File: src/sv/dcr_div.sv
// dcr_div: pipelined restoring divider, signed numerator, rounds half away from zero
`timescale 1ns / 1ps
`default_nettype none
module dcr_div #(
	parameter int DW = 13,
	parameter int QW = 14
) (
	input  logic                 clk,
	input  logic                 en,
	input  logic signed [DW+QW:0] num,
	input  logic [DW-1:0]        den,
	output logic signed [QW:0]   quo
);
	localparam int NW = DW + QW;

	logic [NW:0]   abs_w;
	logic [NW-1:0] mag_s1;
	logic          neg_s1;
	logic [DW-1:0] den_s1;
	logic [NW-1:0] num_s2;
	logic          neg_s2;
	logic [DW-1:0] den_s2;

	logic [DW-1:0] rem_s [QW];
	logic [QW-1:0] low_s [QW];
	logic          neg_s [QW];
	logic [DW-1:0] dvs_s [QW];

	logic [DW-1:0] src_rem [QW];
	logic [QW-1:0] src_low [QW];
	logic [DW-1:0] src_den [QW];
	logic          src_neg [QW];
	logic [DW:0]   cur_w   [QW];
	logic          ge_w    [QW];
	logic [DW:0]   dif_w   [QW];

	// magnitude and sign
	assign abs_w = num[NW] ? (NW+1)'(-num) : (NW+1)'(num);

	always_ff @(posedge clk) begin
		if (en) begin
			mag_s1 <= abs_w[NW-1:0];
			neg_s1 <= num[NW];
			den_s1 <= den;
		end
	end

	// add half the divisor for rounding
	always_ff @(posedge clk) begin
		if (en) begin
			num_s2 <= NW'(mag_s1 + {{(NW-DW+1){1'b0}}, den_s1[DW-1:1]});
			neg_s2 <= neg_s1;
			den_s2 <= den_s1;
		end
	end

	// one quotient bit per stage
	always_comb begin
		for (int i = 0; i < QW; i++) begin
			if (i == 0) begin
				src_rem[i] = num_s2[NW-1:QW];
				src_low[i] = num_s2[QW-1:0];
				src_den[i] = den_s2;
				src_neg[i] = neg_s2;
			end else begin
				src_rem[i] = rem_s[i-1];
				src_low[i] = low_s[i-1];
				src_den[i] = dvs_s[i-1];
				src_neg[i] = neg_s[i-1];
			end
			cur_w[i] = {src_rem[i], src_low[i][QW-1]};
			ge_w[i]  = cur_w[i] >= {1'b0, src_den[i]};
			dif_w[i] = cur_w[i] - {1'b0, src_den[i]};
		end
	end

	always_ff @(posedge clk) begin
		if (en) begin
			for (int i = 0; i < QW; i++) begin
				rem_s[i] <= ge_w[i] ? dif_w[i][DW-1:0] : cur_w[i][DW-1:0];
				low_s[i] <= {src_low[i][QW-2:0], ge_w[i]};
				dvs_s[i] <= src_den[i];
				neg_s[i] <= src_neg[i];
			end
		end
	end

	// restore the sign
	assign quo = neg_s[QW-1] ? -$signed({1'b0, low_s[QW-1]}) : $signed({1'b0, low_s[QW-1]});
endmodule
`default_nettype wire

File: config.mk
export PLATFORM = sky130hd
export DESIGN_NAME = dcr_div
export DESIGN_NICKNAME = d
export VERILOG_FILES = /design/src/sv/dcr_div.sv
export SDC_FILE = /design/constraint.sdc
export NUM_CORES = 1
export LEC_CHECK = 0
export ABC_AREA = 1
export BUFFER_PORTS_ARGS = -buffer_cell sky130_fd_sc_hd__clkbuf_2
export CAP_MARGIN = 20
export CORE_UTILIZATION = 40
export DETAILED_ROUTE_END_ITERATION = 8
export SETUP_SLACK_MARGIN = 0.1
export SYNTH_ARGS = -nofsm -noshare
export SYNTH_HDL_FRONTEND = slang
export SYNTH_SLANG_ARGS = --single-unit
export TNS_END_PERCENT = 100
File: constraint.sdc
create_clock -name clk -period 4.5 [get_ports clk]
set_input_delay 1.35 -clock clk [delete_from_list [all_inputs] [get_ports clk]]
set_output_delay 1.35 -clock clk [all_outputs]
set_load 0.05 [all_outputs]
* After elaboration in Yosys (flattened, before gate mapping)
Memories as Yosys holds them, arrays and structs flattened.
Index checks and enable logic that the tools add are counted.
** Word-level totals
- Memories kept :: 4
- Output and inout bits :: 15
- Word-level logic and storage cells :: 59
- Register bits :: 82
- Memory bits (writable) :: 574
** Operators by class
- Muxes and demuxes :: 18
- Add/subtract/negate cells :: 17
- Order comparisons :: 14
** Memory list
- low_s :: words 14, bits a word 14, rd ports 14, clocked after Yosys merged registers in 0, wr ports 14, line 25 : logic [QW-1:0] low_s [QW];
- dvs_s :: words 14, bits a word 13, rd ports 13, clocked after Yosys merged registers in 0, wr ports 14, line 27 : logic [DW-1:0] dvs_s [QW];
- rem_s :: words 14, bits a word 13, rd ports 13, clocked after Yosys merged registers in 0, wr ports 14, line 24 : logic [DW-1:0] rem_s [QW];
- neg_s :: words 14, bits a word 1, rd ports 14, clocked after Yosys merged registers in 0, wr ports 14, line 26 : logic neg_s [QW];
** Operators with widths (count)
- $ge 14x13->1 :: 14
- $mux 13 :: 14
- $sub 13x13->13 :: 14
- $add 27x12->27 :: 1
- $mux 27 :: 1
- $neg 27->27 :: 1
- $mux 15 :: 1
- $neg 14->15 :: 1
- $mux 1 :: 2

* Depth between registers and ports, before layout
Gate-level depths: netlist of run 1.
An unclocked memory read counts as a cell.
- Word-level depth :: 3
- Gate-level depth with buffers :: 13

* Worst setup path before layout of run 1
No wires, ideal clock.
- Path type :: reg-to-output
- From :: mem low_s[13][2], in the netlist low_s[1][72]
- To :: out quo[9]
- Arrival time :: 1.781 ns
- Cell stages (with the launch flop) :: 7
- Setup slack :: 1.369 ns
- Path through :: edfxtp_1 -> inv_1 -> nand3_1 -> nor3_1 -> nand3_1 -> nand2_1 -> xor2_1
** RTL lines
- start, declared :: line 25
- end, declared :: line 12 : output logic signed [QW:0] quo

==> impl_metrics.yaml, run 1 <==
route:
  avgRoutedWirePerCell_um: 14.3
  vias: 25300
  drc: 0
  postRouteAntennaNets: 0
  dr.first_iter.drc_count: 1666
  via_per_inst: 4.74
  first_pass_iters: 5
  finalWirelength_um: 76300
layout:
  instances_no_fill: 5324
  multi_input_area_sq_mm: 0.0141
  drive_gt1_frac: 0.116
  regArea_sq_mm: 0.0189
  fillerInstances: 8663
  n_antenna_cell: 0
  final_nets: 4346
  area_delta_synth_final_pct: 10.8
setup_path:
  cp_slowest_stage_delay_ns: 0.38
  cp-end-kind: "primary output"
  cp_slowest_cell: "edfxtp_1"
  cp_common_cell: "nand3_1"
  startpoint_type: "register"
  critical_path.max_fanout: 3
  reg2reg_from: "low_s[0][83]"
  cp.required_ns: 3.15
  reg2reg_to: "rem_s[0][85]"
  arrival_ns: 2.34
  path_cells: "inv_1 > ha_1 > nand3_1 > nor2_1 > nand3_1 > o21ai_0 > xnor2_1 > clkbuf_2"
  rr_worst_depth: 12
  reg2reg_slack_ns: 1.76
  criticalPathCategory: "reg2out"
die:
  die_w_um: 305
  num_io_pins: 58
  coreArea_sq_mm: 0.0903
  num_rows: 110
  fp.dieArea_sq_mm: 0.0928
  start_util: 0.406
  fp.dieH_um: 305
synth:
  yosysSeqAreaShare: 0.517
  syn-num-nets: 4240
  synth.cell_area_sq_mm: 0.0366
  synthFlopType: "edfxtp_1"
  avgSynthCellArea_sq_um: 9.19
  synth_top_cell_area_share: 0.517
  synth_top_area_cell: "edfxtp_1"
  synth_top_cells_by_count: "1172 x nand2_1, 837 x inv_1, 630 x edfxtp_1"
  synthTopCellsByArea: "edfxtp_1 52%, nand2_1 12%, inv_1 8.6%"
  yosysWarnings: 0
  syn_inst: 3987
  async_flop_share: 0
  synth-seq-cells: 630
  synth.most_common_cell: "nand2_1"
  yosys.cell_types.count: 41
  synth_edf_count: 630
cts:
  clk_pin_slew_ns: 0.06
  cts_tree: "yes"
  cts.sinks: 630
  insertion_delay_ns: 0.63
  root_buffer: "clkbuf_16"
  htreeDepth: 3
  clockBufferDepth: 3
  cts-resized-gates: 0
  hold_buffers: 0
  post_cts_buffers: 0
  numCtsBuffers: 71
sta:
  setup_viol: 0
  tns_ns: 0
  final.min_clock_period_ns: 3.69
  max_slew_margin: 0.476
  finalHoldViolations: 0
  drv_slew: 0
  fmax_ghz: 0.271
  worstMarginPinSlew_ns: 0.786
  finalClockSkew_ns: 0.0189
  period_share: 0.820
  rsz0062_at_grt: "false"
place:
  io_buffers: 57
  dpl.hpwl_um: 58600
  dpl.cell_count: 5196
  gp_congestion: 0.899
power_and_ir_drop:
  p_leak_nw: 19.4
  p_per_area_mw_per_mm2: 590
  vdd_ir_drop_max_mv: 0.290
worst_hold_path:
  whs_endpoint: "low_s[0][53]"
  hold_start: "low_s[0][38]"
  hp-class: "reg2reg"
  worstHoldPathCells: 0
global_route:
  grtUsageTotal: 0.167
  antenna_found_initial: 0
  grt_first_pass_wirelength_um: 125000
  grt_pass1_vias: 24000
  gr-total-overflow: 0
  grt_max_degree: 86
flow_run:
  drv_cap: 0
outcome:
  run_status: "completed"
## routing by layer
metal  up-vias  part of all wire  global-route usage  routed length [um]
li1      13100                 -                   -                   -
met1     11600              0.48               0.231               36600
met2       429              0.46               0.274               35100
met3       104             0.042              0.0252                3170
met4         0             0.019              0.0403                1460
met5         -                 0                   0                   0
## worst max path at each step
stage,start,endpoint,slack (ns)
final,low_s[1][70],quo[12],0.81
after global routing,low_s[1][70],quo[12],0.55
after CTS,low_s[1][70],quo[12],0.75
after detailed placement,low_s[1][70],quo[12],1.42
after global placement,low_s[1][70],quo[12],1.45
after floorplan,low_s[1][72],quo[9],1.37
## final cells by class
class / instances / share of cell area
repair buffers: 75 / 0.0121
inverters: 851 / 0.0787
clock buffers: 77 / 0.0443
clock inverters: 51 / 0.0157
flip-flops and latches: 630 / 0.466
well taps: 1176 / 0.0363
multi-input cells: 2464 / 0.347
## cells in the final DEF, fill, tap and decap left out, types with 9 or more instances in the layout
cell and n:
nor2_1 197, o21ai_2 71, o21ai_1 27, nor2_4 13, edfxtp_1 630, a21oi_4 13, clkbuf_2 56, clkbuf_16 71
nand2_2 69, nand4_1 141, ha_1 196, a21oi_1 69, bufinv_16 10, nand2_1 1172, clkinv_2 13, buf_4 13
o21ai_0 23, nand3_2 58, xor2_1 97, xnor2_1 10, fa_1 14, clkinv_1 9, nand3_4 10, nand3_1 216
inv_2 13, nor2_2 28, nor3_1 10, inv_1 837
## logic make-up (layout without fill, tap and decap cells)
logic type,after synthesis,in the layout,share of synthesized area
fa+ha+maj,210,210,0.0746
simple gates,1940,1940,0.244
buf+inv,893,1054,0.0993
compound gates,207,207,0.0398
flops,630,630,0.517
xor+xnor,107,107,0.0256
## sequential cells by signal, summed over array words and instances (netlist names)
signal	count
den_s2	13
neg_s1	1
neg_s2	1
mag_s1	27
neg_s	14
low_s	196
rem_s	169
den_s1	13
num_s2	27
dvs_s	169
## metrics by stage
step | area, sq um | utilization | setup WS (ns) | total power [mW] | hold slack, ns
5_1_grt | 40600 | 0.449 | 0.548 | 25.8 | 0.416
4_1_cts | 40600 | 0.449 | 0.747 | 24.2 | 0.410
3_5_place_dp | 38100 | 0.422 | 1.42 | 18.0 | 0.405
3_3_place_gp | 38100 | 0.422 | 1.45 | 17.9 | 0.400
6_report | 40600 | 0.449 | 0.810 | 24.0 | 0.413
2_1_floorplan | 36600 | - | 1.37 | 16.1 | 0.400
## power breakdown
part / total, mW / switching [mW] / internal, mW
combinational: 9.27 / 6.06 / 3.21
sequential: 8.67 / 0.635 / 8.04
clock: 6.01 / 2.49 / 3.53
total: 24.0 / 9.19 / 14.8
## critical path, delay by kind of cell (launching register included)
family | cells | cell delay (ns)
adders and majority gates | 1 | 0.17
buffers and inverters | 2 | 0.38
xor gates and xnor gates | 1 | 0.15
AOI/OAI and AO/OA | 1 | 0.21
and+or+nand+nor | 3 | 0.42
DFF | 1 | 0.38
Power figures use the tool's default switching activity.
==> run 2, diff against run 1 <==
Clock period 4.5 ns to 3.6 ns, I/O delays scaled along.
==> impl_metrics.yaml, run 2 (same netlist as run 1, synthesis figures left out) <==
sta:
  setup_viol: 0
  drv_slew: 0
  worstMarginPinSlew_ns: 0.561
  fmax_ghz: 0.301
  max_slew_margin: 0.626
  finalClockSkew_ns: 0.0369
  period_share: 0.923
  finalHoldViolations: 0
  rsz0062_at_grt: "false"
  tns_ns: 0
  setup_ws_ns: 0.278
  final.min_clock_period_ns: 3.32
route:
  postRouteAntennaNets: 0
  first_pass_iters: 6
  finalWirelength_um: 76500
  vias: 25200
  dr.first_iter.drc_count: 1769
  drc: 0
  via_per_inst: 4.73
  avgRoutedWirePerCell_um: 14.4
power_and_ir_drop:
  p_int_mw: 18.3
  switching_share: 0.384
  vdd_ir_drop_max_mv: 0.366
  power_frac_clock: 0.244
  p_seq_frac: 0.367
  p_leak_nw: 19.3
  p_per_area_mw_per_mm2: 732
  switchingPower_mw: 11.4
  power_frac_comb: 0.389
cts:
  cts.sinks: 630
  hold_buffers: 0
  cts_tree: "yes"
  root_buffer: "clkbuf_16"
  clockBufferDepth: 3
  insertion_delay_ns: 0.63
  numCtsBuffers: 71
  htreeDepth: 3
  clk_pin_slew_ns: 0.06
global_route:
  grtUsageTotal: 0.167
  grt_pass1_vias: 23900
  grt_first_pass_wirelength_um: 125000
  grt_max_degree: 106
  gr-total-overflow: 0
  antenna_found_initial: 0
die:
  start_util: 0.406
  num_io_pins: 58
  fp.dieArea_sq_mm: 0.0928
  coreArea_sq_mm: 0.0903
  fp.dieH_um: 305
  die_w_um: 305
  num_rows: 110
layout:
  final_nets: 4343
  utilization: 0.449
  area_delta_synth_final_pct: 10.6
  largest_reg_flops: 196
  instances_no_fill: 5324
  final_common_cell: "nand2_1"
  fillerInstances: 8673
  top_register: "low_s"
  final_cell_mix: "1172 x nand2_1, 837 x inv_1, 630 x edfxtp_1"
  drive_gt1_frac: 0.114
  reg_top3: "low_s (196), dvs_s (169), rem_s (169)"
setup_path:
  arrival_ns: 2.24
  startpoint_type: "register"
  cp.required_ns: 2.52
  cp-end-kind: "primary output"
  critical_path.max_fanout: 3
  criticalPathCategory: "reg2out"
place:
  dp_slack_ns: 0.795
  dpl.cell_count: 5193
  gp_congestion: 0.890
  io_buffers: 57
  dpl.hpwl_um: 59100
flow_run:
  drv_cap: 0
worst_hold_path:
  hp-class: "reg2reg"
outcome:
  run_status: "completed"
run 2: final timing paths:
check,end,slack [ns],cells past startpoint,startpoint
setup / recovery,quo[10],0.28,8,low_s[1][70]
hold / removal,low_s[1][31],0.40,0,low_s[1][16]
setup reg to reg,rem_s[1][7],1.00,12,low_s[0][111]
hold reg to reg,low_s[1][31],0.40,0,low_s[1][16]
run 2: metal layers:
layer  wire length [um]  part of all wire  global-route usage
met1              37100              0.48               0.236
met2              34600              0.45               0.266
met3               3330             0.043              0.0269
met4               1510             0.020              0.0431
met5                  0                 0                   0
run 2: cell type report:
cell class,instances,area [sq um],share of cell area
Timing Repair Buffer,72,498,0.0123
Clock inverter,46,515,0.0127
Antenna cell,1,2.50,0.0000618
Clock buffer,84,1830,0.0451
Tap cell,1176,1470,0.0363
Inverter,851,3190,0.0789
Multi-Input combinational cell,2464,14100,0.347
Sequential cell,630,18900,0.467
run 2: power by group through the flow:
stage | Sequential [mW] | Clock [mW] | Combinational [mW]
6_report | 10.9 | 7.25 | 11.5
5_1_grt | 11.0 | 7.75 | 13.2
4_1_cts | 10.9 | 7.49 | 11.6
3_5_place_dp | 11.1 | 0 | 11.5
3_3_place_gp | 11.0 | 0 | 11.3
2_1_floorplan | 10.6 | 0 | 9.54
run 2: metrics by stage:
step / power, mW / hold slack [ns] / area [sq um]
CTS: 29.9 / 0.399 / 40500
detailed placement: 22.5 / 0.405 / 38100
global placement: 22.4 / 0.401 / 38100
floorplan: 20.1 / 0.400 / 36600
global route: 32.0 / 0.408 / 40500
finish: 29.7 / 0.396 / 40500
run 2: worst max-delay path, cell delays in order (launching register included):
cell and delay (ns):
edfxtp_1 0.39, inv_1 0.09, ha_1 0.17, nand3_1 0.15, nor2_1 0.15, nand3_1 0.14
nand2_1 0.10, xor2_1 0.14, clkbuf_2 0.29
run 2: timing repair:
action | in CTS | in global routing
resized for setup | 0 | 5
setup endpoints to repair | 0 | 5
buffers inserted | 0 | 0
