File: src/sv/dcr_sqrt.sv
// dcr_sqrt: pipelined digit-by-digit integer square root with remainder
`timescale 1ns / 1ps
`default_nettype none
module dcr_sqrt #(
	parameter int RW = 13
) (
	input  logic            clk,
	input  logic            en,
	input  logic [2*RW-1:0] rad,
	output logic [RW-1:0]   root,
	output logic [RW+1:0]   rem
);
	logic [RW-1:0]   rt_s [RW];
	logic [RW+1:0]   rm_s [RW];
	logic [2*RW-1:0] rd_s [RW];

	logic [RW-1:0]   src_rt [RW];
	logic [RW+1:0]   src_rm [RW];
	logic [2*RW-1:0] src_rd [RW];
	logic [RW+3:0]   cur_w  [RW];
	logic [RW+3:0]   try_w  [RW];
	logic [RW+3:0]   dif_w  [RW];
	logic            ge_w   [RW];

	// bring down two radicand bits per stage
	always_comb begin
		for (int i = 0; i < RW; i++) begin
			if (i == 0) begin
				src_rt[i] = '0;
				src_rm[i] = '0;
				src_rd[i] = rad;
			end else begin
				src_rt[i] = rt_s[i-1];
				src_rm[i] = rm_s[i-1];
				src_rd[i] = rd_s[i-1];
			end
			cur_w[i] = {src_rm[i], src_rd[i][2*RW-1 -: 2]};
			try_w[i] = {2'b00, src_rt[i], 2'b01};
			ge_w[i]  = cur_w[i] >= try_w[i];
			dif_w[i] = cur_w[i] - try_w[i];
		end
	end

	always_ff @(posedge clk) begin
		if (en) begin
			for (int i = 0; i < RW; i++) begin
				rm_s[i] <= ge_w[i] ? dif_w[i][RW+1:0] : cur_w[i][RW+1:0];
				rt_s[i] <= {src_rt[i][RW-2:0], ge_w[i]};
				rd_s[i] <= {src_rd[i][2*RW-3:0], 2'b00};
			end
		end
	end

	assign root = rt_s[RW-1];
	assign rem  = rm_s[RW-1];
endmodule
`default_nettype wire

File: config.mk
export PLATFORM = sky130hd
export DESIGN_NAME = dcr_sqrt
export DESIGN_NICKNAME = d
export VERILOG_FILES = /design/src/sv/dcr_sqrt.sv
export SDC_FILE = /design/constraint.sdc
export NUM_CORES = 1
export LEC_CHECK = 0
export BUFFER_PORTS_ARGS = -buffer_cell sky130_fd_sc_hd__buf_2
export CAP_MARGIN = 10
export CELL_PAD_IN_SITES_DETAIL_PLACEMENT = 1
export CELL_PAD_IN_SITES_GLOBAL_PLACEMENT = 1
export CORE_MARGIN = 2
export CORE_UTILIZATION = 31
export CTS_CLUSTER_SIZE = 30
export DETAILED_ROUTE_END_ITERATION = 8
export PLACE_DENSITY = 0.56
export SYNTH_ARGS = -nofsm -noshare
export SYNTH_HDL_FRONTEND = slang
export SYNTH_SLANG_ARGS = --single-unit
File: constraint.sdc
create_clock -name clk -period 3.4 [get_ports clk]
set_input_delay 0.51 -clock clk [delete_from_list [all_inputs] [get_ports clk]]
set_output_delay 0.51 -clock clk [all_outputs]
set_load 0.01 [all_outputs]
# == Word-level counts from Yosys, hierarchy flattened ==
# Memories as Yosys holds them, arrays and structs flattened.
# Index checks and enable logic that the tools add are counted.
# totals
ramBits,676
out_inout_bits,28
in_bits,28
memories,3
reg_bits,0
word_cells,44
# op_classes
n_mux,15
n_addsub,13
magnitude_cmp,13
# mem_list
name,depth,word_bits,rd,rd_clocked_by_memory_dff,wr,line,source
rd_s,13,24,12,0,13,15,logic [2*RW-1:0] rd_s [RW];
rm_s,13,15,13,0,13,14,logic [RW+1:0] rm_s [RW];
rt_s,13,13,13,0,13,13,logic [RW-1:0] rt_s [RW];
# ops
cell,count
$ge A17 B15 Y1,12
$mux W15,13
$sub A15 B15 Y15,12
$sub A2 B1 Y3 const B,1
$ge A2 B1 Y1 const B,1
$mux W1,2

# == Depth between registers and ports, before layout ==
# Gate-level depths: netlist of the first run.
# An unclocked memory read counts as a cell.
# depth
depth_word,3
mapped_depth,11
ltp_nobuf,8

# == Worst setup path before layout of the first run ==
# Ideal clock, no wire load.
# synth_timing
path_type,reg-to-reg
start,mem rm_s[1][39] in the netlist's numbering
end,mem rm_s[1][51] in the netlist's numbering (data pin)
arrival_time_ps,2302
path_stages_with_launch,10
path_slack_ps,838
synth_period_minus_slack_ps,2562
path_cell_list,edfxtp_1 > ha_1 > buf_2 > a21oi_1 > a21boi_0 > a311o_1 > or3_1 > clkbuf_1 > buf_2 > mux2_2
# synth_rtl
element,line
start: declaration,14

==> results of run 1 <==
==> metal layers <==
layer	up-vias	routed length (um)	part of all wire [%]
met5	-	0	0
met4	0	1030	2.6
met3	66	1320	3.3
met2	152	18400	46
met1	5787	19100	48
li1	5877	-	-
==> worst max-delay path, delay by kind of cell, from the launching register on <==
kind                     cells  cell delay (ns)
AO/OA/AOI/OAI                3             0.90
adder cells (fa/ha/maj)      1             0.43
buffers and inverters        1             0.21
flip-flops                   1             0.41
multiplexers                 1             0.29
AND/OR/NAND/NOR              1             0.38
==> where the power goes <==
| part | internal, uW | switching, uW |
|---|---|---|
| Combinational | 910 | 1200 |
| Sequential | 6510 | 301 |
| Clock | 2960 | 2140 |
==> metrics by stage <==
step	power [uW]	setup WS (ns)	hold slack (ns)	instance area (um2)	util (%)
6_report	14000	0.504	0.0843	23000	35.7
5_1_grt	14800	0.306	0.0404	23000	35.7
4_1_cts	14300	0.492	0.0321	23000	35.7
3_5_place_dp	9050	0.524	0.405	21400	33.3
3_3_place_gp	8970	0.499	0.401	21400	33.3
2_1_floorplan	8330	0.838	0.400	20100	-
==> flip-flops by register name, summed over array words and instances, names as in the netlist <==
name,cells
rd_s,156
rm_s,180
rt_s,91
==> final timing paths <==
kind,startpoint,to,slack [ns]
max,rm_s[1][36],rm_s[1][49],0.50
min,rad[18],rd_s[0][18],0.08
max reg2reg,rm_s[1][36],rm_s[1][49],0.50
min reg2reg,rd_s[0][69],rd_s[0][95],0.42
==> synth_stat cells (all sizes together) (34+ instances only) <==
cell | number | share of area, %
o21ai | 73 | 1.8
ha | 105 | 6.5
nor3 | 38 | 0.95
nor2 | 122 | 2.3
xor2 | 48 | 2.1
inv | 130 | 2.4
a21oi | 103 | 2.6
o21a | 34 | 1.3
xnor2 | 67 | 3.0
edfxtp | 427 | 64
nand2 | 67 | 1.3
==> area by class of cell <==
cell class / count / area, um2
tap: 855 / 1070
multi-input combinational: 949 / 6560
timing repair buffer: 74 / 478
sequential: 427 / 12800
clock inverter: 33 / 328
clock buffer: 51 / 1210
inverter: 130 / 488
fill: 6826 / 41300
==> cells by family after synthesis <==
group	Yosys count	share of synthesized area [%]
mux	26	1.45
xor+xnor	115	5.05
fa+ha+maj	105	6.54
buf+inv	170	3.56
compound gates	311	9.68
other cells	1	0.0187
flops	427	63.8
simple gates	391	9.90
==> metrics, run 1 <==
placed cells approximately 2400; FF-to-FF path depth 7; die area 0.0669 mm2; met3 GRT Util 2.13%; Via density 4.72; CTS Buffer Depth 3; layout cell share with drive strength beyond 1 a little under an eighth; met1 Track Usage GR approximately 16%; number of antenna violations at the first check in global routing 0; Primary FF master, synth edfxtp_1; final hold violations 0; Worst Skew 0.0548 ns; Max-Cap Viols 0; area grow syn2layout 14.2%; Async S/R FF share, synth 0%; Cell Count, Final, Fillers Out approximately 2500; crit-path cells ha_1 -> a21oi_2 -> o21ai_0 -> a311o_1 -> or3_1 -> buf_4 -> mux2_2; sequential share of the synthesized area 63.8%; met2 usage around 20%; Nets around 1800; WS Path Type reg2reg; Synthesized Nets ~1700; Mapped Area between 0.02 and 0.025 mm2; busiest grt layer met2; Starting Density 31.3%; PostCTS Resize Cnt 0; Warnings, synthesis 0; hold path depth 1; H-tree Lvls 2; Hold Path Class in2reg; Vias between 10000 and 15000; grt ovf 0; area of the core between 0.06 and 0.07 mm2; f_max 345 MHz; Yosys cell types 70; unrepaired setup endpoints after global routing no; syn avg cell area about 13 um2; Sum Neg Setup Slack 0 ns; outcome finished clean; leakage power just under 0.009 uW; Detail Route Antenna Nets 0; Crit path largest cell delay between 0.4 and 0.5 ns; clk_lat worst skew approximately 0.60 ns; ANT cells 0; Setup Fix Bufs, Post-CTS 0; Slew Limit Headroom between 40% and 50%; clk sinks around 430; CTS tree done; maximum vdd ir drop slightly above 0.4 mV; overall routing resource usage 12.1%; max-slew violations 0; Cells after Synth ~1500; most frequent cells in the layout edfxtp_1 (427), inv_1 (130), nor2_1 (122); HPWL after DPL approximately 28000 um; CP Capture Type register; vias in the first global route 12500; critical path peak fanout 14; final setup fails 0; final period utilization between 80% and 90%; CP Launch Type register; WL/cell 15.8 um; port bufs 55; crit path DAT between 3 and 4 ns; Die W 259 um; FF+latch count, synth 427; DR pass1 iterations 7; DRC 0; pwr/cell area 611 mW/mm2; IO Count 56; Iter 0 DRT Violations 665; CTS Hold Bufs 0; CTS buffer count 48; critical path's slowest cell ha_1; Final GP Congestion approximately 0.85; first-pass GRT wire length 66000 um; commonest non-fill, non-tap cell in the layout edfxtp_1; Reg clk slew, reported paths 0.06 ns; # rows 93; Routed WL 39800 um; Die Height 259 um; CTS root buf clkbuf_16; largest net degree at the start of global routing 95; Slew @ Worst Pin 0.767 ns; fin crit period roughly 2.9 ns; EDFF count, synth roughly 430; Critical Path RT about 3.7 ns
Note: power is estimated with default switching activity, not from simulation.
==> run 2, diff against run 1 <==
--- a/config.mk
+++ b/config.mk
@@ -13,7 +13,7 @@
 export CORE_UTILIZATION = 31
 export CTS_CLUSTER_SIZE = 30
 export DETAILED_ROUTE_END_ITERATION = 8
-export PLACE_DENSITY = 0.56
+export PLACE_DENSITY_LB_ADDON = 0.08
 export SYNTH_ARGS = -nofsm -noshare
 export SYNTH_HDL_FRONTEND = slang
 export SYNTH_SLANG_ARGS = --single-unit
==> run 2 against run 1 <==
Net effect:
- register-to-register slack gained 0.03 ns
- global-route usage grew 0.30 points
- sequential share of layout area shrank 0.30 points
- fmax grew 1.2%
- cell count grew 0.44%
- hold slack lost 0.0031 ns
- clock power grew 2%
- sequential power is essentially flat
- critical path type unchanged
==> metrics, run 2 (synthesized netlist as in run 1, its figures left out) <==
outcome finished clean; layout cell share with drive strength beyond 1 11.9% (+0.58 points); Crit path largest cell delay 0.50 ns (+0.07 ns); FF-to-FF path depth 6 (-1); Comb power frac 15.0% (about the same); Reg clk slew, reported paths 0.06 ns (about the same); P_int 10500 uW (+0.71%); CTS buffer count 49 (+2.1%); Setup Fix Bufs, Post-CTS 0 (unchanged); vias in the first global route 12200 (-2.6%); flop-to-flop setup slack 0.54 ns (+0.03 ns); clk sinks 427 (unchanged); largest registers rm_s: 180 flops, rd_s: 156 flops, rt_s: 91 flops; Switching Fraction 26.1% (+0.18 points); final period utilization 84.2% (-0.98 points); clock share of power 36.9% (+0.5 points); f_max 349 MHz (+1.2%); crit-path cells ha_1 -> nand3_1 -> nor4_1 -> a221o_1 -> a21o_1 -> mux2_2; final setup fails 0 (unchanged); area of the multi-input gates 0.00656 mm2 (unchanged); largest net degree at the start of global routing 87 (-8.4%); number of antenna violations at the first check in global routing 0 (unchanged); CP Capture Type register; first-pass GRT wire length 67300 um (+1.9%); Sum Neg Setup Slack 0 ns (unchanged); Sw Pwr 3700 uW (+1.7%); Worst R2R Start rm_s[1][49]; die area 0.0669 mm2 (unchanged); crit path DAT 3.22 ns (-0.02 ns); CTS tree done; DRC 0 (unchanged); Detail Route Antenna Nets 0 (unchanged); Slew Limit Headroom 49.3% (+0.47 points); worst hold slack 0.0812 ns (-0.00309 ns); maximum vdd ir drop 0.379 mV (-7.9%); Routed WL 41000 um (+3.0%); Via density 4.65 (-1.4%); area grow syn2layout 14.9%; # rows 93 (unchanged); CTS root buf clkbuf_16; reg2reg end rm_s[1][64]; ANT cells 0 (unchanged); Slew @ Worst Pin 0.760 ns (-0.00708 ns); grt ovf 0 (unchanged); Max-Cap Viols 0 (unchanged); pwr/cell area 613 mW/mm2 (+0.41%); Die W 259 um (unchanged); largest reg by FF count rm_s; Fill cells 6870 (+0.64%); commonest non-fill, non-tap cell in the layout edfxtp_1; CTS Buffer Depth 3 (unchanged); Flop pwr share 48.2% (-0.4 points); most frequent cells in the layout edfxtp_1 (427), inv_1 (130), nor2_1 (122); Setup crit start rm_s[1][49]; max FFs per register 180 (unchanged); HPWL after DPL 29900 um (+5.1%); critical path's slowest cell nor4_1; clk_lat worst skew 0.60 ns (about the same); Nets 1768 (+0.28%); fin crit period 2.86 ns (-0.0334 ns); crit path capture rm_s[1][64]; leakage power 0.00872 uW (+0.67%); Hold Path Class in2reg; H-tree Lvls 2 (unchanged); Worst Skew 0.0221 ns (-0.0327 ns); unrepaired setup endpoints after global routing no; Critical Path RT 3.75 ns (about the same); PostCTS Resize Cnt 0 (unchanged); WS Path Type reg2reg; max-slew violations 0 (unchanged); DR pass1 iterations 5 (-2); area of the core 0.0642 mm2 (unchanged); overall routing resource usage 12.4% (+0.30 points); final hold violations 0 (unchanged); Vias 11800 (-0.93%); port bufs 55 (unchanged); CP Launch Type register; Starting Density 31.3% (unchanged); IO Count 56 (unchanged); Die Height 259 um (unchanged); Iter 0 DRT Violations 456 (-31%); critical path peak fanout 16 (+2); Final GP Congestion 0.776 (-9.2%); CTS Hold Bufs 0 (unchanged); WL/cell 16.2 um (+2.5%); area occupied by registers 0.0128 mm2 (unchanged)
run 2: cell count changes in the layout (fill, tap and decap cells not counted), sizes merged:
cell / change
clkinvlp: +3
clkbuf: -1
buf: +4
clkinv: +5
run 2: layer usage:
layer / vias to the layer above / routed length, um / track usage (%)
met5: - / 0 / 0
met2: 120 / 18200 / 19.5
met4: 0 / 935 / 3.90
li1: 5896 / - / -
met3: 56 / 1380 / 2.03
met1: 5699 / 20500 / 17.6
run 2: cell type report:
class                      instances  area share, %
sequential                       427           55.6
multi-input combinational        949           28.4
clock buffer                      50           5.33
tap                              855           4.63
timing repair buffer              78           2.31
inverter                         130           2.11
clock inverter                    41           1.65
run 2: stage by stage:
step	area (um2)	util, %	std cells	worst slack, ns	total power [uW]
floorplan	20100	-	1546	0.838	8330
global placement	21500	33.4	2439	0.534	9040
detailed placement	21500	33.4	2439	0.539	9090
CTS	23100	35.9	2530	0.532	14400
global route	23100	35.9	2530	0.268	14900
finish	23100	35.9	2530	0.537	14200
run 2: worst min-delay path by stage:
stage | end | startpoint | depth (start not counted) | slack [ns]
after floorplan | rd_s[0][26] | rd_s[0][0] | 0 | 0.40
after global placement | rd_s[0][58] | rd_s[0][32] | 0 | 0.40
after detailed placement | rd_s[0][58] | rd_s[0][32] | 0 | 0.41
after global routing | rd_s[0][7] | rad[7] | 1 | 0.05
final | rd_s[0][7] | rad[7] | 1 | 0.08
after CTS | rd_s[0][7] | rad[7] | 1 | 0.03
run 2: power groups by stage:
stage	sequential [uW]	combinational (uW)	clock [uW]
2_1_floorplan	6830	1490	0
3_5_place_dp	6950	2140	0
3_3_place_gp	6940	2110	0
5_1_grt	6890	2410	5600
4_1_cts	6840	2150	5450
6_report	6820	2120	5220
run 2: critical path, delay by kind of cell (launching register included):
kind	cells	cell delay, ns
adders and majority gates	1	0.44
AOI/OAI and AO/OA	2	0.69
DFF	1	0.40
and+or+nand+nor	2	0.68
muxes	1	0.40
==> run 3, diff against run 2 <==
==> constraint.sdc (replaced) <==
create_clock -name clk -period 2.8 [get_ports clk]
set_input_delay 0.42 -clock clk [delete_from_list [all_inputs] [get_ports clk]]
set_output_delay 0.42 -clock clk [all_outputs]
set_load 0.01 [all_outputs]
==> run 3 against run 2 <==
Net effect:
- non-clock buffer count grew 57
- clock-buffer cell count grew 12
- die area is the same
- critical path depth is the same
- wire length grew 1.9%
- sequential cell count is the same
- register-to-register slack lost 0.43 ns
- setup slack lost 0.43 ns
- hold slack gained 0.025 ns
- cell count grew 2.3%
- clock skew grew 0.026 ns
- core utilization grew 0.76 points
- largest cell class unchanged
- highest routed layer unchanged
==> metrics, run 3 (synthesized netlist as in run 1, its figures left out) <==
die area 0.0669 mm2 (unchanged); largest net degree at the start of global routing 76 (-13%); crit-path cells ha_1 -> nand3_1 -> o31ai_1 -> or3_4 -> or4_4 -> mux2_4; CTS buffer count 50 (+2.0%); layout cell share with drive strength beyond 1 13.3% (+1.5 points); area of the core 0.0642 mm2 (unchanged); Cell Count, Final, Fillers Out 2587 (+2.3%); final setup fails 0 (unchanged); P_int 12800 uW (+22%); final period utilization 96.2% (+12 points); final core utilization 36.7% (+0.76 points); placed cells 2472 (+1.4%); Nets 1826 (+3.3%); max FFs per register 180 (unchanged); final hold violations 0 (unchanged); H-tree Lvls 2 (unchanged); pwr/cell area 732 mW/mm2 (+19%); HPWL after DPL 30600 um (+2.3%); clock share of power 36.3% (-0.6 points); Iter 0 DRT Violations 597 (+31%); f_max 371 MHz (+6.3%); largest reg by FF count rm_s; commonest non-fill, non-tap cell in the layout edfxtp_1; busiest grt layer met2; Starting Density 31.3% (unchanged); DRC 0 (unchanged); leakage power 0.00897 uW (+2.8%); met3 GRT Util 2.27% (+0.23 points); CTS root buf clkbuf_16; Worst Skew 0.0485 ns (+0.0264 ns); CTS tree done; DR pass1 iterations 5 (unchanged); fin crit period 2.69 ns (-0.170 ns); CTS Buffer Depth 3 (unchanged); IO Count 56 (unchanged); Flop pwr share 48.0% (-0.2 points); CP Capture Type register; area grow syn2layout 17.3%; vias in the first global route 12200 (+0.049%); port bufs 55 (unchanged); Setup Fix Bufs, Post-CTS 0 (unchanged); overall routing resource usage 12.6% (+0.19 points); maximum vdd ir drop 0.456 mV (+20%); outcome finished clean; Via density 4.64 (-0.34%); unrepaired setup endpoints after global routing yes; crit path DAT 3.00 ns (-0.22 ns); met2 usage 19.3% (-0.14 points); critical path's slowest cell or4_4; Slew Limit Headroom 60.0% (+11 points); most frequent cells in the layout edfxtp_1 (427), inv_1 (130), nor2_1 (122); Fill cells 6845 (-0.36%); Design Area, Final 0.0236 mm2 (+2.1%); Slew @ Worst Pin 0.595 ns (-0.165 ns); # rows 93 (unchanged); CP Launch Type register; Crit path largest cell delay 0.66 ns (+0.16 ns); Detail Route Antenna Nets 0 (unchanged); Comb power frac 15.7% (+0.7 points); Hold Path Class in2reg; Switching Fraction 26.0% (-0.16 points); Sw Pwr 4480 uW (+21%); Die W 259 um (unchanged); Vias 12000 (+1.9%); largest registers rm_s: 180 flops, rd_s: 156 flops, rt_s: 91 flops; grt ovf 0 (unchanged); ANT cells 0 (unchanged); critical path peak fanout 14 (-2); met1 Track Usage GR 18.1% (+0.46 points); Reg clk slew, reported paths 0.06 ns (about the same); WS Path Type reg2reg; clk_lat worst skew 0.60 ns (about the same); first-pass GRT wire length 67200 um (about the same); Critical Path RT 3.11 ns (-0.64 ns); Final GP Congestion 0.832 (+7.1%); Max-Cap Viols 0 (unchanged); number of antenna violations at the first check in global routing 0 (unchanged); Die Height 259 um (unchanged); max-slew violations 0 (unchanged); clk sinks 427 (unchanged); Routed WL 41800 um (+1.9%); area post-placement 0.0217 mm2 (+1.1%); WL/cell 16.2 um (-0.35%)
-- run 3: changes by cell type in the layout (fill, tap and decap cells not counted), moves of 2 or more --
cell | before | now
buf_4 | 17 | 51
dlygate4sd3_1 | 0 | 24
clkbuf_1 | 1 | 12
clkinv_1 | 15 | 9
clkinv_2 | 12 | 10
clkinvlp_4 | 4 | 2
-- run 3: critical path, delay by kind of cell, from the launching register on --
| family | cells | cell delay, ns |
|---|---|---|
| and+or+nand+nor | 3 | 1.18 |
| DFF | 1 | 0.41 |
| adders and majority gates | 1 | 0.38 |
| muxes | 1 | 0.33 |
| AOI/OAI and AO/OA | 1 | 0.11 |
-- run 3: path summary, 6_finish.rpt --
check / slack, ns / cells after the start / endpoint / from
setup / recovery: 0.11 / 6 / rm_s[0][81] / rm_s[0][63]
hold / removal: 0.11 / 2 / rt_s[0][0] / rad[25]
setup reg to reg: 0.11 / 6 / rm_s[0][81] / rm_s[0][63]
hold reg to reg: 0.41 / 0 / rd_s[0][40] / rd_s[0][14]
-- run 3: what timing repair did --
action,4_1_cts,5_1_grt
gates resized for setup,1,7
endpoints found under the hold margin,24,0
endpoints found under the setup margin,3,19
hold buffers,24,0
-- run 3: power by group through the flow --
stage	clock [uW]	combinational [uW]	sequential (uW)
6_report	6270	2710	8280
5_1_grt	6760	3050	8370
4_1_cts	6570	2720	8300
3_5_place_dp	0	2680	8430
3_3_place_gp	0	2660	8420
2_1_floorplan	0	1810	8300
-- run 3: layout make-up --
class / instances / area (um2) / area share, %
Timing Repair Buffer: 135 / 1010 / 4.28
Clock inverter: 29 / 294 / 1.25
Multi-Input combinational cell: 949 / 6590 / 28.0
Inverter: 130 / 488 / 2.07
Sequential cell: 427 / 12800 / 54.4
Tap cell: 855 / 1070 / 4.54
Clock buffer: 62 / 1300 / 5.50
-- run 3: through the flow --
step / TNS (ns) / setup slack, ns / power (uW) / hold WS [ns]
detailed placement: -0.0314 / -0.0184 / 11100 / 0.405
floorplan: 0 / 0.238 / 10100 / 0.400
finish: 0 / 0.107 / 17300 / 0.107
global placement: 0 / 0.0343 / 11100 / 0.400
global route: -0.00275 / -0.00275 / 18200 / 0.0790
CTS: 0 / 0.0667 / 17600 / 0.0510
-- run 3: routing by layer --
layer | part of all wire (%) | wire length [um] | vias up
met5 | 0 | 0 | -
li1 | - | - | 6010
met4 | 2.3 | 965 | 0
met2 | 44 | 18200 | 136
met3 | 3.5 | 1470 | 62
met1 | 51 | 21100 | 5787
